==> config.mk <==
export PLATFORM = sky130hd
export DESIGN_NAME = semaphore_priority_scheduler_unit
export DESIGN_NICKNAME = d
export VERILOG_FILES = /design/src/rtl/core/sps_pkg.sv /design/src/rtl/core/sps_ctrl.sv /design/src/rtl/core/sps_datapath.sv /design/src/rtl/core/semaphore_priority_scheduler_unit.sv
export SDC_FILE = /design/constraint.sdc
export NUM_CORES = 2
export LEC_CHECK = 0
export BUFFER_PORTS_ARGS = -buffer_cell sky130_fd_sc_hd__buf_4
export CORE_ASPECT_RATIO = 1.1
export CORE_MARGIN = 5
export CORE_UTILIZATION = 70
export CTS_BUF_LIST = sky130_fd_sc_hd__clkbuf_8
export CTS_CLUSTER_SIZE = 12
export DETAILED_ROUTE_END_ITERATION = 12
export PLACE_DENSITY = 0.88
export RECOVER_POWER = 25
export SLEW_MARGIN = 20
export SYNTH_ARGS = -nofsm -noshare
export SYNTH_HDL_FRONTEND = slang
export SYNTH_HIERARCHICAL = 1
export SYNTH_SLANG_ARGS = --single-unit
==> constraint.sdc <==
create_clock -name clk_i -period 21.6 [get_ports clk_i]
set_input_delay 4.32 -clock clk_i [delete_from_list [all_inputs] [get_ports clk_i]]
set_output_delay 4.32 -clock clk_i [all_outputs]
set_load 0.05 [all_outputs]
==> src/rtl/core/sps_pkg.sv <==
// ----------------------------------------------------------------------------
// Scheduler package
// Shared types, constants and the helper function of the priority scheduler.
// ----------------------------------------------------------------------------
package sps_pkg;

  localparam int SEM_COUNT   = 16;
  localparam int SEM_IDX_W   = $clog2(SEM_COUNT);
  localparam int PRIO_LEVELS = 32;

  localparam logic signed [15:0] LEVEL_MIN = 16'sh8000;
  localparam logic signed [15:0] LEVEL_MAX = 16'sh7fff;

  // Reciprocal of ten scaled by 2**35; exact for every 32-bit dividend.
  localparam logic [31:0] RECIP_TEN   = 32'hcccc_cccd;
  localparam int          RECIP_SHIFT = 35;

  typedef enum logic [2:0] {
    OP_REGISTER = 3'd0,
    OP_WAIT     = 3'd1,
    OP_TRY      = 3'd2,
    OP_SIGNAL   = 3'd3,
    OP_SCHEDULE = 3'd4
  } op_e;

  typedef struct packed {
    logic [2:0]  operation;
    logic [4:0]  task_priority;
    logic [4:0]  current_priority;
    logic [3:0]  sem_id;
    logic [31:0] timeout_ticks;
    logic [14:0] signal_amount;
  } sps_in_t;

  typedef struct packed {
    logic [4:0]  ready_priority;
    logic [31:0] ready_bits;
    logic        caller_blocked;
    logic        try_success;
    logic [28:0] timer_value;
    logic        switch_request;
  } sps_out_t;

  // Commands from the controller to the datapath.
  typedef struct packed {
    logic load_in;
    logic commit;
  } sps_cmd_t;

  // Lowest set bit by a five-step binary search; an empty map gives 31.
  function automatic logic [4:0] lowest_ready(logic [31:0] map);
    logic [31:0] m;
    logic [4:0]  p;
    m = map;
    p = '0;
    if (m[15:0] == 16'h0) begin
      m    = m >> 16;
      p[4] = 1'b1;
    end
    if (m[7:0] == 8'h0) begin
      m    = m >> 8;
      p[3] = 1'b1;
    end
    if (m[3:0] == 4'h0) begin
      m    = m >> 4;
      p[2] = 1'b1;
    end
    if (m[1:0] == 2'h0) begin
      m    = m >> 2;
      p[1] = 1'b1;
    end
    if (m[0] == 1'b0) begin
      p[0] = 1'b1;
    end
    return p;
  endfunction

endpackage

==> src/rtl/core/sps_ctrl.sv <==
// ----------------------------------------------------------------------------
// Scheduler controller
// Two-state sequencer that takes one transaction, lets the datapath execute it
// and keeps the output register's valid flag.
// ----------------------------------------------------------------------------
module sps_ctrl (
  input  logic              clk_i,
  input  logic              rst_ni,
  input  logic              in_valid_i,
  output logic              in_stall_o,
  output logic              out_valid_o,
  input  logic              out_stall_i,
  output sps_pkg::sps_cmd_t cmd_o
);

  typedef enum logic [1:0] {
    S_IDLE = 2'b01,
    S_EXEC = 2'b10
  } state_e;

  state_e state_q, state_d;
  logic   out_valid_q, out_valid_d;
  logic   out_free;

  // The output register can be loaded when empty or when it is being emptied.
  assign out_free = !out_valid_q || !out_stall_i;

  always_comb begin
    state_d       = state_q;
    out_valid_d   = out_valid_q;
    cmd_o.load_in = 1'b0;
    cmd_o.commit  = 1'b0;
    if (out_valid_q && !out_stall_i) begin
      out_valid_d = 1'b0;
    end
    unique case (state_q)
      S_IDLE: begin
        if (in_valid_i) begin
          cmd_o.load_in = 1'b1;
          state_d       = S_EXEC;
        end
      end
      S_EXEC: begin
        if (out_free) begin
          cmd_o.commit = 1'b1;
          out_valid_d  = 1'b1;
          state_d      = S_IDLE;
        end
      end
      default: begin
        state_d = S_IDLE;
      end
    endcase
  end

  always_ff @(posedge clk_i or negedge rst_ni) begin
    if (!rst_ni) begin
      state_q     <= S_IDLE;
      out_valid_q <= 1'b0;
    end else begin
      state_q     <= state_d;
      out_valid_q <= out_valid_d;
    end
  end

  assign in_stall_o  = (state_q != S_IDLE);
  assign out_valid_o = out_valid_q;

  a_commit_needs_room: assert property (@(posedge clk_i) disable iff (!rst_ni)
    cmd_o.commit |-> (!out_valid_q || !out_stall_i))
    else $error("result committed over an unread result");

  a_accept_then_exec: assert property (@(posedge clk_i) disable iff (!rst_ni)
    cmd_o.load_in |=> (state_q == S_EXEC))
    else $error("accepted transaction did not enter execution");

  a_commit_gives_valid: assert property (@(posedge clk_i) disable iff (!rst_ni)
    cmd_o.commit |=> (out_valid_q && (state_q == S_IDLE)))
    else $error("committed result not presented");

endmodule

==> src/rtl/core/sps_datapath.sv <==
// ----------------------------------------------------------------------------
// Scheduler datapath
// Ready bitmap, chosen priority, semaphore table, input and output registers,
// and the read-modify-write logic of one operation.
// ----------------------------------------------------------------------------
module sps_datapath (
  input  logic              clk_i,
  input  logic              rst_ni,
  input  sps_pkg::sps_cmd_t cmd_i,
  input  sps_pkg::sps_in_t  in_data_i,
  output sps_pkg::sps_out_t out_data_o
);

  sps_pkg::sps_in_t  in_q;
  sps_pkg::sps_out_t out_q, out_d;

  logic [31:0]        ready_map_q, ready_map_d;
  logic [4:0]         chosen_q, chosen_d;
  logic signed [15:0] level_q [sps_pkg::SEM_COUNT];
  logic [4:0]         waiter_q [sps_pkg::SEM_COUNT];
  logic               wvalid_q [sps_pkg::SEM_COUNT];

  logic [sps_pkg::SEM_IDX_W-1:0] sid;
  logic                          sem_ok;
  logic signed [15:0]            lvl, lvl_dec, lvl_d;
  logic signed [16:0]            sum;
  logic [4:0]                    waiter_d;
  logic                          wvalid_d;
  logic                          sem_wr;
  logic [63:0]                   product;
  logic [31:0]                   blocked_map;

  assign sid     = in_q.sem_id[sps_pkg::SEM_IDX_W-1:0];
  assign sem_ok  = 32'(in_q.sem_id) < 32'(sps_pkg::SEM_COUNT);
  assign lvl     = level_q[sid];
  assign lvl_dec = (lvl != sps_pkg::LEVEL_MIN) ? lvl - 16'sd1 : lvl;
  assign sum     = {lvl[15], lvl} + {2'b00, in_q.signal_amount};
  assign product = 64'(in_q.timeout_ticks) * 64'(sps_pkg::RECIP_TEN);
  assign blocked_map = ready_map_q & ~(32'h1 << in_q.current_priority);

  always_comb begin
    ready_map_d = ready_map_q;
    chosen_d    = chosen_q;
    lvl_d       = lvl;
    waiter_d    = waiter_q[sid];
    wvalid_d    = wvalid_q[sid];
    sem_wr      = 1'b0;
    out_d       = '0;
    unique case (in_q.operation)
      sps_pkg::OP_REGISTER: begin
        ready_map_d = ready_map_q | (32'h1 << in_q.task_priority);
      end
      sps_pkg::OP_WAIT: begin
        if (sem_ok) begin
          sem_wr            = 1'b1;
          lvl_d             = lvl_dec;
          out_d.timer_value = product[63:sps_pkg::RECIP_SHIFT];
          if (lvl_dec[15]) begin
            waiter_d             = in_q.current_priority;
            wvalid_d             = 1'b1;
            ready_map_d          = blocked_map;
            chosen_d             = sps_pkg::lowest_ready(blocked_map);
            out_d.caller_blocked = 1'b1;
            out_d.switch_request = 1'b1;
          end
        end
      end
      sps_pkg::OP_TRY: begin
        if (sem_ok && !lvl[15] && (lvl != 16'sd0)) begin
          sem_wr            = 1'b1;
          lvl_d             = lvl - 16'sd1;
          out_d.try_success = 1'b1;
        end
      end
      sps_pkg::OP_SIGNAL: begin
        if (sem_ok) begin
          sem_wr = 1'b1;
          // Positive overflow past the top of the level saturates.
          lvl_d  = (!sum[16] && sum[15]) ? sps_pkg::LEVEL_MAX : sum[15:0];
          if (!lvl_d[15] && wvalid_q[sid]) begin
            ready_map_d = ready_map_q | (32'h1 << waiter_q[sid]);
            wvalid_d    = 1'b0;
            if (waiter_q[sid] < chosen_q) begin
              chosen_d = waiter_q[sid];
            end
          end
        end
      end
      sps_pkg::OP_SCHEDULE: begin
        chosen_d             = sps_pkg::lowest_ready(ready_map_q);
        out_d.switch_request = 1'b1;
      end
      default: begin
      end
    endcase
    out_d.ready_priority = chosen_d;
    out_d.ready_bits     = ready_map_d;
  end

  always_ff @(posedge clk_i) begin
    if (cmd_i.load_in) begin
      in_q <= in_data_i;
    end
    if (cmd_i.commit) begin
      out_q <= out_d;
    end
  end

  always_ff @(posedge clk_i or negedge rst_ni) begin
    if (!rst_ni) begin
      ready_map_q <= '0;
      chosen_q    <= '0;
      for (int i = 0; i < sps_pkg::SEM_COUNT; i++) begin
        level_q[i]  <= '0;
        waiter_q[i] <= '0;
        wvalid_q[i] <= 1'b0;
      end
    end else if (cmd_i.commit) begin
      ready_map_q <= ready_map_d;
      chosen_q    <= chosen_d;
      if (sem_wr) begin
        level_q[sid]  <= lvl_d;
        waiter_q[sid] <= waiter_d;
        wvalid_q[sid] <= wvalid_d;
      end
    end
  end

  assign out_data_o = out_q;

  a_blocked_clears_bit: assert property (@(posedge clk_i) disable iff (!rst_ni)
    (cmd_i.commit && out_d.caller_blocked)
      |=> !ready_map_q[$past(in_q.current_priority)])
    else $error("blocked caller is still marked ready");

  a_flags_exclusive: assert property (@(posedge clk_i) disable iff (!rst_ni)
    cmd_i.commit |-> !(out_d.caller_blocked && out_d.try_success))
    else $error("wait and try flags raised together");

  a_state_holds: assert property (@(posedge clk_i) disable iff (!rst_ni)
    !cmd_i.commit |=> ($stable(ready_map_q) && $stable(chosen_q)))
    else $error("scheduler state changed outside a commit");

endmodule

==> src/rtl/core/semaphore_priority_scheduler_unit.sv <==
// ----------------------------------------------------------------------------
// Semaphore priority scheduler unit
// Kernel helper with a ready bitmap, a chosen ready priority and counting
// semaphores with one waiting task each.
// ----------------------------------------------------------------------------
// Usage: an operation is offered on in_data_i with in_valid_i and is taken in
// a cycle where in_stall_o is low. Exactly one result per transaction appears
// on out_data_o with out_valid_o and is taken when out_stall_i is low.
// An accepted operation is first registered in the input register; then, in
// the execute state, the addressed semaphore entry, the bitmap and the chosen
// priority are read, modified and written, and the output register is loaded.
// No new transaction is taken until this single read-modify-write pass over
// the scheduler state is done; in_stall_o is high during the execute state.
// The output register lets a new transaction be taken while a result still
// waits. If the receiver stalls, the next transaction is held in the execute
// state until the output register frees, so results are never overwritten.
// Reset clears the bitmap, the chosen priority and every semaphore level,
// waiter and valid flag at once; the block can take a transaction as soon
// as reset is released.
// ----------------------------------------------------------------------------
module semaphore_priority_scheduler_unit (
  input  logic              clk_i,
  input  logic              rst_ni,
  input  logic              in_valid_i,
  output logic              in_stall_o,
  input  sps_pkg::sps_in_t  in_data_i,
  output logic              out_valid_o,
  input  logic              out_stall_i,
  output sps_pkg::sps_out_t out_data_o
);

  sps_pkg::sps_cmd_t cmd;

  sps_ctrl u_ctrl (
    .clk_i       (clk_i),
    .rst_ni      (rst_ni),
    .in_valid_i  (in_valid_i),
    .in_stall_o  (in_stall_o),
    .out_valid_o (out_valid_o),
    .out_stall_i (out_stall_i),
    .cmd_o       (cmd)
  );

  sps_datapath u_datapath (
    .clk_i      (clk_i),
    .rst_ni     (rst_ni),
    .cmd_i      (cmd),
    .in_data_i  (in_data_i),
    .out_data_o (out_data_o)
  );

  a_block_requests_switch: assert property (@(posedge clk_i) disable iff (!rst_ni)
    (out_valid_o && out_data_o.caller_blocked) |-> out_data_o.switch_request)
    else $error("blocking wait without switch request");

  a_accept_then_busy: assert property (@(posedge clk_i) disable iff (!rst_ni)
    (in_valid_i && !in_stall_o) |=> in_stall_o)
    else $error("second transaction accepted during execution");

  a_blocked_prio_ready: assert property (@(posedge clk_i) disable iff (!rst_ni)
    (out_valid_o && out_data_o.caller_blocked && (out_data_o.ready_bits != 32'h0))
      |-> out_data_o.ready_bits[out_data_o.ready_priority])
    else $error("rescheduled priority is not ready");

endmodule
[Yosys cells after proc, flatten, opt, wreduce, memory -nomap -nowiden]
Cells that the tools add are included.
Cells by class
  reduce and logical (&&, ||, !) cells: 24
  multiply operators: 1
  order comparisons: 3
  equal/unequal tests: 10
  multiplexer cells: 78
  shifts and indexed selects: 3
  add/sub/neg operators: 2
  bitwise logic cells: 5
Operator list (count)
  $bwmux W256: 1
  $mux W16: 6
  $pmux W32 S3: 1
  $shl A1 B5 Y32 const A: 3
  $bwmux W80: 1
  $mux W15: 5
  $bmux W16 S4: 1
  $demux W16 S4: 1
  $mul A32 B32 Y64 const B: 1
  $mux W32: 2
  $or A32 B32 Y32: 2
  $pmux W16 S3: 1
  $mux W5: 8
  $mux W7: 5
  $and A32 B32 Y32: 1
  $logic_not A16 Y1: 2
  $not A32 Y32: 1
  $mux W1: 29
  $bmux W5 S4: 1
  $demux W5 S4: 1
  $add A16 B16 Y17: 1
  $bwmux W16: 1
  $logic_not A8 Y1: 2
  $ne A16 B16 Y1 const B: 1
  other kinds (28): 48
Storage, ports and cells
  output and inout bits: 71
  bits in registers: 525
  input bits: 68
  word-level logic and storage cells: 190

[Depth between registers and ports, before layout]
  depth after elaboration: 23
  gate-level depth with buffers: 25
  depth with buffers taken out: 25

[By module]
The synthesis kept the hierarchy.
Modules (own cells, without submodules)
  sps_datapath: area each 42180.5 um^2, seq. area each 13728.2 um^2, times used 1, cells an instance 4117
  sps_ctrl: area each 133.9 um^2, seq. area each 76.3 um^2, times used 1, cells an instance 11

[Worst setup path after synthesis]
No wires, ideal clock.
  kind: in2reg
  start point: input port out_stall_i
  end point: register u_datapath/level_q[138] in the netlist's numbering
  path slack: 12.367 ns
  buffers on the path: 2
  library setup time: 0.140 ns
  stages: 7
  data arrival time: 9.093 ns
  required time: 21.460 ns
  path through: a21oi_1 nand4b_4 or2_1 clkbuf_1 buf_2 nand2_1 o21ai_0
Between the ends
  cells in the longest elaborated chain, start to end: 5
Ends and longest elaborated chain
  start: declaration: RTL line semaphore_priority_scheduler_unit.sv:28  | input logic out_stall_i,
  $logic_not A1 Y1: RTL line sps_ctrl.sv:26  | assign out_free = !out_valid_q || !out_stall_i;
  $logic_or A1 B1 Y1: RTL line sps_ctrl.sv:26
  $mux W1: RTL line sps_ctrl.sv:44  | if (out_free) begin
  $mux W1: RTL line sps_ctrl.sv:36  | unique case (state_q)
  $reduce_and A2 Y1 (no line)
  end signal: indexed assignment: RTL line sps_datapath.sv:122  | level_q[sid] <= lvl_d;
  end: declaration: RTL line sps_datapath.sv:19  | logic signed [15:0] level_q [sps_pkg::SEM_COUNT];
Every way passes these cells.
A chain may end at the register's enable or synchronous reset.

==> impl_metrics.ini <==
[run_status]
outcome = complete, but fails checks
failed_checks = max-capacitance violations, max-slew violations

[critical_path]
crit_chain = clkbuf_1 -> clkbuf_1 -> buf_4
cp_slowest_cell = clkbuf_1
crit_fanout = 94
path_class = in -> async
cp.depth = 3
critical_path_buf_inv_count = 3
cpMostUsedCell = clkbuf_1
endpoint_kind = async pin
r2r_start = u_datapath/sid[1]
reg2reg_to = u_datapath/out_data_o[59]
required_ns = 22.27
r2r_cells = 14
cp_top_family = buffers and inverters
worstPathArrival_ns = 12.04
slowest_delay_ns = 3.50
rrSetupSlack_ns = 11.50
startpoint_type = primary input

[floorplan]
io_pins = 139
core_area_sq_um = 59900
die_y_um = 268
start_util_pct = 70.7
num_rows = 94
die_area_sq_um = 65500
die_w_um = 244

[timing]
period_minus_slack_ns = 11.36
skew_ns = 0.0509
timing.fmax_mhz = 88.0
hold_violations = 0
fin_crit_sh_pct = 52.6
relSlewSlack_pct = -238
worst_slew_pin_slew_ns = 5.07
setup_viol = 0
fin_setup_tns_ns = 0
rsz0062_at_grt = false
slew_viol_final = 415

[min_path]
holdPathStages = 2
hold_end = u_datapath/level_q[142]
min_path_type = reg -> reg
min_from = u_datapath/level_q[142]

[drt]
drtIter0Drc = 4178
post_drt_wl_per_cell_um = 24.6
final_antenna_net_count = 0
via_per_inst = 6.59
via_count = 33100
drc = 0
first_pass_iters = 6
wl_um = 124000

[yosys]
yosysMostFrequentCell = inv_1
synthTopCellsByCount = inv_1, nor2_1, a21oi_1
synth.avg_cell_area_sq_um = 10.3
ys_top_cells_by_area = dfrtp_1, fa_1, ha_1, edfxtp_1, mux4_2
async_flop_share_pct = 74.7
synth-edff-count = 133
seq_area_frac_synth_pct = 32.6
yosysWarnings = 6
ys.flop_type = dfrtp_1
ys_ff_latch = 525
synth_area_leader_cell = dfrtp_1
synth_fp_nets = 4949
ys_types = 99
synth_area_sq_um = 42300
yosys.area.top_type_share_pct = 23.1
syn-instance-count = 4128

[cts]
clock_latency_ns = 0.71
numCtsBuffers = 88
clock_sinks = 525
clk_path_buf_depth = 3
hold_buffers = 0
htree_levels = 3
cts_setup_buffers = 0
cts_resized = 0
clockRootBuffer = clkbuf_8
path_clk_slew_ns = 0.07
cts_tree = yes

[layout]
regArea_sq_um = 13800
multi_input_area_sq_um = 25500
fin_nets = 5006
fillerInstances = 3923
drive_above_1_share_pct = 10.9
area_growth_pct = 7.65

[placed_design]
port_buffers = 138
gp_congestion = 1.07
dpl.hpwl_um = 92900

[flow_run]
maxCapViolations = 7

[global_route]
antenna_found_initial = 4
grt_overflow = 0
grtUsageTotal_pct = 38.0
grt_first_pass_wirelength_um = 193000
grt_max_degree = 98
first_global_vias = 34200
metrics by stage:
stage	instances	cell area, sq um	hold slack [ns]	setup slack, ns	utilization (%)
3_3_place_gp	4863	43800	0.457	13.80	73.1
6_report	5025	45600	0.480	10.24	76.1
5_1_grt	5025	45600	0.505	8.80	76.1
4_1_cts	5022	45600	0.481	13.67	76.2
2_1_floorplan	4128	42300	0.445	12.37	-
3_5_place_dp	4863	43800	0.467	13.74	73.1
worst max-delay path by stage:
| stage | startpoint | end | slack, ns |
|---|---|---|---|
| after CTS | u_datapath/in_q[34] | u_datapath/out_data_o[28] | 13.67 |
| after global routing | rst_ni | u_datapath/level_q[21] | 8.80 |
| after floorplan | out_stall_i | u_datapath/level_q[138] | 12.37 |
| after global placement | u_datapath/in_q[35] | u_datapath/out_data_o[23] | 13.80 |
| final | rst_ni | u_datapath/level_q[9] | 10.24 |
| after detailed placement | u_datapath/in_q[33] | u_datapath/out_data_o[28] | 13.74 |
per-layer routing:
layer | GRT usage (%) | vias up | share of wire (%)
met1 | 47.3 | 16300 | 35
met4 | 21.1 | 4 | 6.9
li1 | - | 14200 | -
met2 | 63.0 | 2065 | 48
met3 | 8.03 | 542 | 9.4
met5 | 0 | - | 0.018
worst register-to-register path: cells and delay by family, from the launching register on:
family,cells,cell delay (ns)
AO/OA/AOI/OAI,5,2.09
adder cells (fa/ha/maj),1,0.44
buffers and inverters,2,4.52
flip-flops,1,0.32
multiplexers,1,0.52
AND/OR/NAND/NOR,5,1.93
cell usage in the layout (no fill, tap or decap), types with 103 or more instances in the layout:
cell / Yosys / routed
a21oi_1: 429 / 427
buf_4: 3 / 103
clkbuf_8: 0 / 111
dfrtp_1: 391 / 391
edfxtp_1: 133 / 133
fa_1: 387 / 387
ha_1: 366 / 366
inv_1: 568 / 587
nand2_1: 187 / 187
nor2_1: 445 / 443
o21ai_0: 156 / 156
cell families (layout without fill, tap and decap cells):
logic type,after synthesis,after routing,synth area share (%)
AO/OA/AOI/OAI,951,951,13.7
AND/OR/NAND/NOR,922,922,10.1
buffers and inverters,781,907,7.24
adder cells (fa/ha/maj),753,753,29.1
flip-flops,525,525,32.6
multiplexers,116,116,5.61
XOR/XNOR,80,80,1.66
other,0,3,0
sequential cells by signal (all words and copies together) (netlist names):
| register | flops |
|---|---|
| u_datapath/level_q | 256 |
| u_datapath/waiter_q | 80 |
| u_datapath/out_data_o | 69 |
| u_datapath/in_q | 60 |
| u_datapath/ready_map_q | 32 |
| u_datapath/wvalid_q | 16 |
| u_datapath/chosen_q | 5 |
| u_datapath/sid | 4 |
| u_ctrl/state_q | 2 |
| u_ctrl/out_valid_o | 1 |
area by class of cell:
type,instances,area share (%)
multi-input combinational,2822,56.0
sequential,525,30.3
inverter,571,4.71
clock buffer,111,3.35
timing repair buffer,177,2.82
tap,768,2.11
clock inverter,48,0.689
antenna,3,0.0165
Power is left out: the tool's default activity adds up to more than one toggle a clock period on the data nets, which glitch-free logic cannot reach.
